[src/pam_pkg.sv]
// Shared definitions for the priority address range map.
// Holds default sizes, request and status codes, and the cell control struct.
// No dependencies.
package pam_pkg;

    localparam int MAX_ENTRIES_DEF = 16;
    localparam int ADDR_BITS_DEF   = 16;
    localparam int DEVICE_BITS_DEF = 4;
    localparam int HANDLE_BITS_DEF = 8;

    localparam int REQ_BITS    = 2;
    localparam int STATUS_BITS = 2;

    localparam logic [REQ_BITS-1:0] REQ_LOOKUP = 2'd0;
    localparam logic [REQ_BITS-1:0] REQ_ADD    = 2'd1;
    localparam logic [REQ_BITS-1:0] REQ_REMOVE = 2'd2;

    localparam logic [STATUS_BITS-1:0] ST_OK        = 2'd0;
    localparam logic [STATUS_BITS-1:0] ST_FULL      = 2'd1;
    localparam logic [STATUS_BITS-1:0] ST_NO_HANDLE = 2'd2;

    typedef struct packed {
        logic match_en;  // evaluate the cell's own match for a new transaction
        logic lookup;    // match on address range
        logic remove;    // match on handle
        logic scan_en;   // advance the priority wave one cell
        logic push_en;   // take the entry in front, new entry enters cell 0
        logic pull_en;   // close the gap behind the removed entry
    } t_cell_ctl;

endpackage

[src/pam_cell.sv]
// One slot of the mapping chain: entry storage, local match and one stage of
// the priority wave. Depends on pam_pkg.
module pam_cell #(
    parameter int ADDR_BITS   = 16,
    parameter int DEVICE_BITS = 4,
    parameter int HANDLE_BITS = 8,
    parameter int CNT_BITS    = 5,
    parameter int INDEX       = 0
) (
    input  logic                   i_clk,
    input  logic                   i_rst_n,
    input  pam_pkg::t_cell_ctl     i_ctl,
    input  logic [CNT_BITS-1:0]    i_total,
    input  logic [ADDR_BITS-1:0]   i_address,
    input  logic [HANDLE_BITS-1:0] i_handle,
    input  logic [ADDR_BITS-1:0]   i_prev_first,
    input  logic [ADDR_BITS-1:0]   i_prev_last,
    input  logic [DEVICE_BITS-1:0] i_prev_dev,
    input  logic [HANDLE_BITS-1:0] i_prev_id,
    input  logic [ADDR_BITS-1:0]   i_next_first,
    input  logic [ADDR_BITS-1:0]   i_next_last,
    input  logic [DEVICE_BITS-1:0] i_next_dev,
    input  logic [HANDLE_BITS-1:0] i_next_id,
    input  logic                   i_cfound,
    input  logic [DEVICE_BITS-1:0] i_cdev,
    input  logic [HANDLE_BITS-1:0] i_cid,
    output logic [ADDR_BITS-1:0]   o_first,
    output logic [ADDR_BITS-1:0]   o_last,
    output logic [DEVICE_BITS-1:0] o_dev,
    output logic [HANDLE_BITS-1:0] o_id,
    output logic                   o_cfound,
    output logic [DEVICE_BITS-1:0] o_cdev,
    output logic [HANDLE_BITS-1:0] o_cid
);
    import pam_pkg::*;

    logic [ADDR_BITS-1:0]   r_first;
    logic [ADDR_BITS-1:0]   r_last;
    logic [DEVICE_BITS-1:0] r_dev;
    logic [HANDLE_BITS-1:0] r_id;
    logic                   r_match;
    logic                   r_cfound;
    logic [DEVICE_BITS-1:0] r_cdev;
    logic [HANDLE_BITS-1:0] r_cid;
    logic                   w_used;
    logic                   w_in_range;
    logic                   n_match;

    assign w_used     = CNT_BITS'(INDEX) < i_total;
    assign w_in_range = (r_first <= i_address) && (i_address <= r_last);
    assign n_match    = w_used && ((i_ctl.lookup && w_in_range) ||
                                   (i_ctl.remove && (r_id == i_handle)));

    always_ff @(posedge i_clk) begin
        if (!i_rst_n) begin
            r_match  <= 1'b0;
            r_cfound <= 1'b0;
        end else if (i_ctl.match_en) begin
            r_match  <= n_match;
            r_cfound <= 1'b0;
        end else if (i_ctl.scan_en) begin
            r_cfound <= i_cfound | r_match;
        end
    end

    // Pass on the frontmost hit seen so far, else offer this slot's own.
    always_ff @(posedge i_clk) begin
        if (i_ctl.scan_en) begin
            if (i_cfound) begin
                r_cdev <= i_cdev;
                r_cid  <= i_cid;
            end else begin
                r_cdev <= r_dev;
                r_cid  <= r_id;
            end
        end
    end

    // Slots at or behind the removed one hold a settled wave flag: pull.
    always_ff @(posedge i_clk) begin
        if (i_ctl.push_en) begin
            r_first <= i_prev_first;
            r_last  <= i_prev_last;
            r_dev   <= i_prev_dev;
            r_id    <= i_prev_id;
        end else if (i_ctl.pull_en && r_cfound) begin
            r_first <= i_next_first;
            r_last  <= i_next_last;
            r_dev   <= i_next_dev;
            r_id    <= i_next_id;
        end
    end

    assign o_first  = r_first;
    assign o_last   = r_last;
    assign o_dev    = r_dev;
    assign o_id     = r_id;
    assign o_cfound = r_cfound;
    assign o_cdev   = r_cdev;
    assign o_cid    = r_cid;

endmodule

[src/priority_address_range_map.sv]
// Priority address range map: top level with the cell chain and control FSM.
// Depends on pam_pkg and pam_cell.
//
// The block keeps up to MAX_ENTRIES address-range mappings in a chain of
// cells, slot 0 having the highest priority. Each request transaction gives
// exactly one result transaction. An add pushes the new mapping into slot 0
// and moves every slot back one place; a full table leaves it unchanged and
// reports status 1. A lookup or remove first lets every cell compare against
// the request in the accept cycle, then a priority wave runs down the chain,
// one cell per cycle, carrying the frontmost hit. Once the wave has passed
// every cell, the end of the chain holds the winning device and handle; on a
// remove the winner and the cells behind it pull from their neighbor to close
// the gap, and an absent handle reports status 2. An add or an unused request
// type skips the wave. One transaction is in flight at a time; a new one is
// accepted in the cycle after the previous result is registered, even while
// that result still waits on the output handshake. Entry contents have no
// reset; the fill count, the control state and the cells' match flags are cleared.
module priority_address_range_map #(
    parameter int MAX_ENTRIES = pam_pkg::MAX_ENTRIES_DEF,
    parameter int ADDR_BITS   = pam_pkg::ADDR_BITS_DEF,
    parameter int DEVICE_BITS = pam_pkg::DEVICE_BITS_DEF,
    parameter int HANDLE_BITS = pam_pkg::HANDLE_BITS_DEF,
    localparam int CNT_BITS   = $clog2(MAX_ENTRIES + 1)
) (
    input  logic                            i_clk,
    input  logic                            i_rst_n,
    input  logic                            i_valid,
    output logic                            o_ready,
    input  logic [pam_pkg::REQ_BITS-1:0]    i_req_type,
    input  logic [ADDR_BITS-1:0]            i_address,
    input  logic [ADDR_BITS-1:0]            i_range_start,
    input  logic [ADDR_BITS-1:0]            i_range_end,
    input  logic [DEVICE_BITS-1:0]          i_target_device,
    input  logic [HANDLE_BITS-1:0]          i_mapping_handle,
    output logic                            o_valid,
    input  logic                            i_ready,
    output logic                            o_hit,
    output logic [DEVICE_BITS-1:0]          o_found_device,
    output logic [HANDLE_BITS-1:0]          o_found_handle,
    output logic [pam_pkg::STATUS_BITS-1:0] o_status,
    output logic [CNT_BITS-1:0]             o_entries_used
);
    import pam_pkg::*;

    localparam logic [1:0] S_IDLE = 2'd0;
    localparam logic [1:0] S_SCAN = 2'd1;
    localparam logic [1:0] S_DONE = 2'd2;

    // Control state
    logic [1:0]             r_state;
    logic [1:0]             n_state;
    logic [CNT_BITS-1:0]    r_scan;
    logic [CNT_BITS-1:0]    r_total;
    logic [CNT_BITS-1:0]    n_total;
    logic                   r_out_valid;

    // Held request
    logic [REQ_BITS-1:0]    r_req;
    logic [ADDR_BITS-1:0]   r_req_first;
    logic [ADDR_BITS-1:0]   r_req_last;
    logic [DEVICE_BITS-1:0] r_req_dev;
    logic [HANDLE_BITS-1:0] r_req_id;

    // Result register
    logic                   r_hit;
    logic [DEVICE_BITS-1:0] r_fdev;
    logic [HANDLE_BITS-1:0] r_fid;
    logic [STATUS_BITS-1:0] r_status;
    logic [CNT_BITS-1:0]    r_used;
    logic                   n_hit;
    logic [DEVICE_BITS-1:0] n_fdev;
    logic [HANDLE_BITS-1:0] n_fid;
    logic [STATUS_BITS-1:0] n_status;

    logic                   w_accept;
    logic                   w_deliver;
    logic                   w_full;
    logic                   w_found;
    t_cell_ctl              w_ctl;

    // Chain wiring
    logic [ADDR_BITS-1:0]   w_first  [MAX_ENTRIES];
    logic [ADDR_BITS-1:0]   w_last   [MAX_ENTRIES];
    logic [DEVICE_BITS-1:0] w_dev    [MAX_ENTRIES];
    logic [HANDLE_BITS-1:0] w_id     [MAX_ENTRIES];
    logic                   w_cfound [MAX_ENTRIES+1];
    logic [DEVICE_BITS-1:0] w_cdev   [MAX_ENTRIES+1];
    logic [HANDLE_BITS-1:0] w_cid    [MAX_ENTRIES+1];

    assign o_ready   = (r_state == S_IDLE);
    assign w_accept  = i_valid && o_ready;
    assign w_deliver = (r_state == S_DONE) && (!r_out_valid || i_ready);
    assign w_full    = (r_total == CNT_BITS'(MAX_ENTRIES));
    assign w_found   = w_cfound[MAX_ENTRIES];

    // Head of the wave: nothing found ahead of slot 0.
    assign w_cfound[0] = 1'b0;
    assign w_cdev[0]   = '0;
    assign w_cid[0]    = '0;

    always_comb begin
        w_ctl          = '0;
        w_ctl.match_en = w_accept;
        w_ctl.lookup   = (i_req_type == REQ_LOOKUP);
        w_ctl.remove   = (i_req_type == REQ_REMOVE);
        w_ctl.scan_en  = (r_state == S_SCAN);
        w_ctl.push_en  = w_deliver && (r_req == REQ_ADD) && !w_full;
        w_ctl.pull_en  = w_deliver && (r_req == REQ_REMOVE) && w_found;
    end

    genvar g;
    generate
        for (g = 0; g < MAX_ENTRIES; g++) begin : g_cell
            logic [ADDR_BITS-1:0]   w_pf;
            logic [ADDR_BITS-1:0]   w_pl;
            logic [DEVICE_BITS-1:0] w_pd;
            logic [HANDLE_BITS-1:0] w_pi;
            logic [ADDR_BITS-1:0]   w_nf;
            logic [ADDR_BITS-1:0]   w_nl;
            logic [DEVICE_BITS-1:0] w_nd;
            logic [HANDLE_BITS-1:0] w_ni;

            // The new mapping enters at the front of the chain.
            if (g == 0) begin : g_front
                assign w_pf = r_req_first;
                assign w_pl = r_req_last;
                assign w_pd = r_req_dev;
                assign w_pi = r_req_id;
            end else begin : g_mid
                assign w_pf = w_first[g-1];
                assign w_pl = w_last[g-1];
                assign w_pd = w_dev[g-1];
                assign w_pi = w_id[g-1];
            end

            // The last slot has nothing behind it; what it pulls is never read.
            if (g == MAX_ENTRIES - 1) begin : g_back
                assign w_nf = '0;
                assign w_nl = '0;
                assign w_nd = '0;
                assign w_ni = '0;
            end else begin : g_inner
                assign w_nf = w_first[g+1];
                assign w_nl = w_last[g+1];
                assign w_nd = w_dev[g+1];
                assign w_ni = w_id[g+1];
            end

            pam_cell #(
                .ADDR_BITS   (ADDR_BITS),
                .DEVICE_BITS (DEVICE_BITS),
                .HANDLE_BITS (HANDLE_BITS),
                .CNT_BITS    (CNT_BITS),
                .INDEX       (g)
            ) u_cell (
                .i_clk        (i_clk),
                .i_rst_n      (i_rst_n),
                .i_ctl        (w_ctl),
                .i_total      (r_total),
                .i_address    (i_address),
                .i_handle     (i_mapping_handle),
                .i_prev_first (w_pf),
                .i_prev_last  (w_pl),
                .i_prev_dev   (w_pd),
                .i_prev_id    (w_pi),
                .i_next_first (w_nf),
                .i_next_last  (w_nl),
                .i_next_dev   (w_nd),
                .i_next_id    (w_ni),
                .i_cfound     (w_cfound[g]),
                .i_cdev       (w_cdev[g]),
                .i_cid        (w_cid[g]),
                .o_first      (w_first[g]),
                .o_last       (w_last[g]),
                .o_dev        (w_dev[g]),
                .o_id         (w_id[g]),
                .o_cfound     (w_cfound[g+1]),
                .o_cdev       (w_cdev[g+1]),
                .o_cid        (w_cid[g+1])
            );
        end
    endgenerate

    // Sequencer: accept, run the wave when the request needs a search, deliver.
    always_comb begin
        n_state = r_state;
        case (r_state)
            S_IDLE: begin
                if (w_accept) begin
                    if (i_req_type == REQ_LOOKUP || i_req_type == REQ_REMOVE) begin
                        n_state = S_SCAN;
                    end else begin
                        n_state = S_DONE;
                    end
                end
            end
            S_SCAN: begin
                if (r_scan == CNT_BITS'(MAX_ENTRIES - 1)) begin
                    n_state = S_DONE;
                end
            end
            S_DONE: begin
                if (w_deliver) begin
                    n_state = S_IDLE;
                end
            end
            default: n_state = S_IDLE;
        endcase
    end

    always_ff @(posedge i_clk) begin
        if (!i_rst_n) begin
            r_state <= S_IDLE;
            r_scan  <= '0;
        end else begin
            r_state <= n_state;
            if (w_accept) begin
                r_scan <= '0;
            end else if (r_state == S_SCAN) begin
                r_scan <= r_scan + 1'b1;
            end
        end
    end

    // Hold the request fields that the add needs at delivery.
    always_ff @(posedge i_clk) begin
        if (w_accept) begin
            r_req       <= i_req_type;
            r_req_first <= i_range_start;
            r_req_last  <= i_range_end;
            r_req_dev   <= i_target_device;
            r_req_id    <= i_mapping_handle;
        end
    end

    // Form the result from the settled wave and the fill count.
    always_comb begin
        n_hit    = 1'b0;
        n_fdev   = '0;
        n_fid    = '0;
        n_status = ST_OK;
        n_total  = r_total;
        case (r_req)
            REQ_LOOKUP: begin
                n_hit = w_found;
                if (w_found) begin
                    n_fdev = w_cdev[MAX_ENTRIES];
                    n_fid  = w_cid[MAX_ENTRIES];
                end
            end
            REQ_ADD: begin
                if (w_full) begin
                    n_status = ST_FULL;
                end else begin
                    n_total = r_total + 1'b1;
                end
            end
            REQ_REMOVE: begin
                if (w_found) begin
                    n_total = r_total - 1'b1;
                end else begin
                    n_status = ST_NO_HANDLE;
                end
            end
            default: n_status = ST_OK;
        endcase
    end

    always_ff @(posedge i_clk) begin
        if (!i_rst_n) begin
            r_total     <= '0;
            r_out_valid <= 1'b0;
        end else begin
            if (w_deliver) begin
                r_total     <= n_total;
                r_out_valid <= 1'b1;
            end else if (i_ready) begin
                r_out_valid <= 1'b0;
            end
        end
    end

    always_ff @(posedge i_clk) begin
        if (w_deliver) begin
            r_hit    <= n_hit;
            r_fdev   <= n_fdev;
            r_fid    <= n_fid;
            r_status <= n_status;
            r_used   <= n_total;
        end
    end

    assign o_valid        = r_out_valid;
    assign o_hit          = r_hit;
    assign o_found_device = r_fdev;
    assign o_found_handle = r_fid;
    assign o_status       = r_status;
    assign o_entries_used = r_used;

endmodule

[config.mk]
export PLATFORM = sky130hd
export DESIGN_NAME = priority_address_range_map
export DESIGN_NICKNAME = d
export VERILOG_FILES = /design/src/pam_pkg.sv /design/src/pam_cell.sv /design/src/priority_address_range_map.sv
export SDC_FILE = /design/constraint.sdc
export NUM_CORES = 2
export LEC_CHECK = 0
export BUFFER_PORTS_ARGS = -buffer_cell sky130_fd_sc_hd__buf_2
export CORE_MARGIN = 2
export CORE_UTILIZATION = 55
export CTS_CLUSTER_DIAMETER = 50
export CTS_CLUSTER_SIZE = 10
export DETAILED_ROUTE_END_ITERATION = 7
export GPL_TIMING_DRIVEN = 0
export PLACE_DENSITY = 0.68
export SETUP_SLACK_MARGIN = 0.2
export SLEW_MARGIN = 20
export SYNTH_ARGS = -nofsm -noshare
export SYNTH_HDL_FRONTEND = slang
export SYNTH_HIERARCHICAL = 1
export SYNTH_SLANG_ARGS = --single-unit
[constraint.sdc]
create_clock -name i_clk -period 6.1 [get_ports i_clk]
set_clock_uncertainty 0.2 [all_clocks]
set_input_delay 1.83 -clock i_clk [delete_from_list [all_inputs] [get_ports i_clk]]
set_output_delay 1.83 -clock i_clk [all_outputs]
set_load 0.02 [all_outputs]
==> summary.md <==
| Metric | Value |
|---|---|
| Seq/Total Area, Yosys | 0.525 |
| Hpwl dp | around 99 mm |
| CTS tree | built |
| Switching Power | between 3 and 4 mW |
| Dpl cell area | a little under 0.06 mm² |
| WP data required | between 6 and 7 ns |
| Worst setup margin | 1.24 ns |
| Worst skew pair latency | between 0.7 and 0.8 ns |
| # IOs | between 80 and 90 |
| Worst endpoint data arrival time | around 5.1 ns |
| Sum Neg Setup Slack | 0 ns |
| Netlist cell types | 87 |
| Hold buffer count at CTS | 0 |
| H-tree level count | 4 |
| Root Buffer | clkbuf_16 |
| RePlAce Congestion | ~0.85 |
| I/O Buffers | 87 |
| Endpoints failing setup | 0 |
| Status | finished clean |
| Register share of total power | 0.474 |
| DR pass1 iterations | 5 |
| Vias per cell | 5.81 |
| Post-cts sizing count | 0 |
| CP Class | input pin to flip-flop |
| Slew Limit Fails | 0 |
| Cells after synthesis | 4321 |
| Unrepaired setup endpoints after global routing | no |
| Gate power share | 0.073 |
| Total power | between 15 and 20 mW |
| First-pass GRT wire length | approximately 210 mm |
| Slew margin rel. | 0.126 |
| Placed cell count | roughly 5.9k |
| Clock-pin slew on the worst setup and hold paths | roughly 0.05 ns |
| EDFF count, synth | roughly 960 |
| Crit path launch type | input pin |
| Area of the mapped netlist | 0.0567 mm² |
| Vias in the first global route | around 36k |
| Static Leak | 24.9 nW |
| Initial Util | 0.556 |
| Synth cell count leaders | 962 x edfxtp_1, 807 x mux2_2, 551 x inv_1 |
| DRC | 0 |
| Critical path capture point type | flip-flop |
| Synth Warn # | 6 |
| Biggest area consumer among synthesized cells | edfxtp_1 |
| DIE WIDTH | approximately 330 µm |
| Fmax | 0.206 GHz |
| Initial antenna violation count | 2 |
| Ys async rst share | 0 |
| Seq cells post-synth | between 1k and 1.5k |
| Switching Fraction | 0.228 |
| Final Cell Area | between 0.06 and 0.07 mm² |
| Clock share of power | 0.453 |
| Crit path time final | 4.86 ns |
| Max_cap viols | 0 |
| ANT nets after route | 0 |
| Yosys top cell area share | 0.510 |
| Ys flop type | edfxtp_1 |
| Share of layout cells above drive strength 1 | 0.264 |
| Fin. Hold Viols | 0 |
| CP max FO | 30 |
| GRT Overall Usage | 0.254 |
| Syn-to-layout area delta | 12.5% |
| Top-count cell post-synth | edfxtp_1 |
| Nets | 5211 |
| Top post-synthesis cells by area | edfxtp_1 51%, mux2_2 16%, ha_1 11% |
| Core Region | just over 0.1 mm² |
| Max VDD drop | 0.000195 V |
| Layout fillers | 7946 |
| Die Area | approximately 0.11 mm² |
| Largest net degree at the start of global routing | 86 |
| Setup WS pre-CTS | just over 0.5 ns |
| Power per standard cell area | roughly 260 mW/mm² |
| Total Wirelength | 135 mm |
| # clock sinks | ~1.0k |
| Die Ht | between 300 and 400 µm |
| Int Power | 12.8 mW |
| Clk buf depth | 3 |
| Site row count | roughly 120 |
| Min-delay worst type | flip-flop to flip-flop |
| Final Cycle Share | 0.797 |
| Routed WL per cell | approximately 22 µm |
| Post-synthesis average cell area | roughly 13 µm² |
| DR iter-0 viols | around 2.7k |
| CTS Buf Count | approximately 130 |
| Ant diodes | 0 |
| Worst Max-Slew Pin Slew | 1.30 ns |
| Post-CTS Repair Setup Buffers | 0 |
| Total gr overflow | 0 |
| Post-Layout Cell Count | ~6k |
| Vias | 35.3k |
[worst paths after layout]
kind / slack, ns / to / cells after the start / from
hold / removal: 0.30 / r_scan[4] / 2 / r_scan[4]
setup reg to reg: 1.59 / g_cell[2].u_cell/o_first[9] / 9 / r_total[1]
setup / recovery: 1.24 / g_cell[2].u_cell/o_first[9] / 9 / i_ready
hold reg to reg: 0.30 / r_scan[4] / 2 / r_scan[4]
[registers in the layout, indices dropped and copies added, names as in the netlist, 64 cells and up]
register,flops
g_cell.u_cell/o_id,128
g_cell.u_cell/o_dev,64
g_cell.u_cell/o_cid,128
g_cell.u_cell/o_cdev,64
g_cell.u_cell/o_last,256
g_cell.u_cell/o_first,256
[cells in the final DEF, fill, tap and decap left out, types with 35 or more instances in the layout]
| cell type | instances |
|---|---|
| a21o_1 | 35 |
| nand2_1 | 161 |
| mux2_1 | 90 |
| conb_1 | 60 |
| nand4_1 | 90 |
| dfxtp_1 | 45 |
| xnor2_1 | 99 |
| mux2_2 | 807 |
| buf_2 | 151 |
| inv_1 | 551 |
| a21oi_1 | 211 |
| nor2_1 | 70 |
| edfxtp_1 | 962 |
| o21ai_0 | 80 |
| clkbuf_1 | 51 |
| nand3_1 | 66 |
| ha_1 | 519 |
| clkbuf_16 | 142 |
[critical path: stages]
cell and delay (ns):
buf_2 0.07, nand2b_1 0.14, nor2b_4 0.22, buf_4 0.37
and2b_2 0.45, clkbuf_1 0.53, clkbuf_1 0.68, a21o_2 0.45
buf_12 0.26
[logic make-up (layout without fill, tap and decap cells)]
family	Yosys count	after routing	share of synthesized area
AOI/OAI and AO/OA	524	524	0.0586
adders and majority gates	519	519	0.115
muxes	899	899	0.179
xor gates and xnor gates	131	131	0.0202
buffers and inverters	654	985	0.0449
and+or+nand+nor	586	586	0.0577
other	1	60	0.0000662
DFF	1007	1007	0.525
[stage by stage]
stage           util  hold WS (ns)
2_1_floorplan      -         0.271
3_3_place_gp   0.579         0.279
3_5_place_dp   0.584         0.293
4_1_cts        0.625         0.300
5_1_grt        0.625         0.321
6_report       0.625         0.300
[power groups by stage]
stage | logic, mW | clock network [mW] | registers (mW)
2_1_floorplan | 0.783 | 0 | 7.94
3_3_place_gp | 1.11 | 0 | 7.99
3_5_place_dp | 1.18 | 0 | 7.97
4_1_cts | 1.19 | 7.63 | 7.83
5_1_grt | 1.33 | 7.90 | 7.84
6_report | 1.20 | 7.49 | 7.83
[metal layers]
metal,wire (µm),global-route usage
met1,60300,0.343
met2,66100,0.433
met4,2310,0.0621
met5,10,0
met3,6200,0.0362
[final cells by class]
cell class	instances	area, µm²	share of cell area
Buffer	103	485	0.00761
Clock buffer	177	3690	0.0579
Clock inverter	44	470	0.00738
Inverter	551	2070	0.0324
Multi-Input combinational cell	2719	24600	0.386
Sequential cell	1007	29800	0.467
Tap cell	1368	1710	0.0268
Timing Repair Buffer	110	908	0.0142
(Power assumes the default switching activity.)
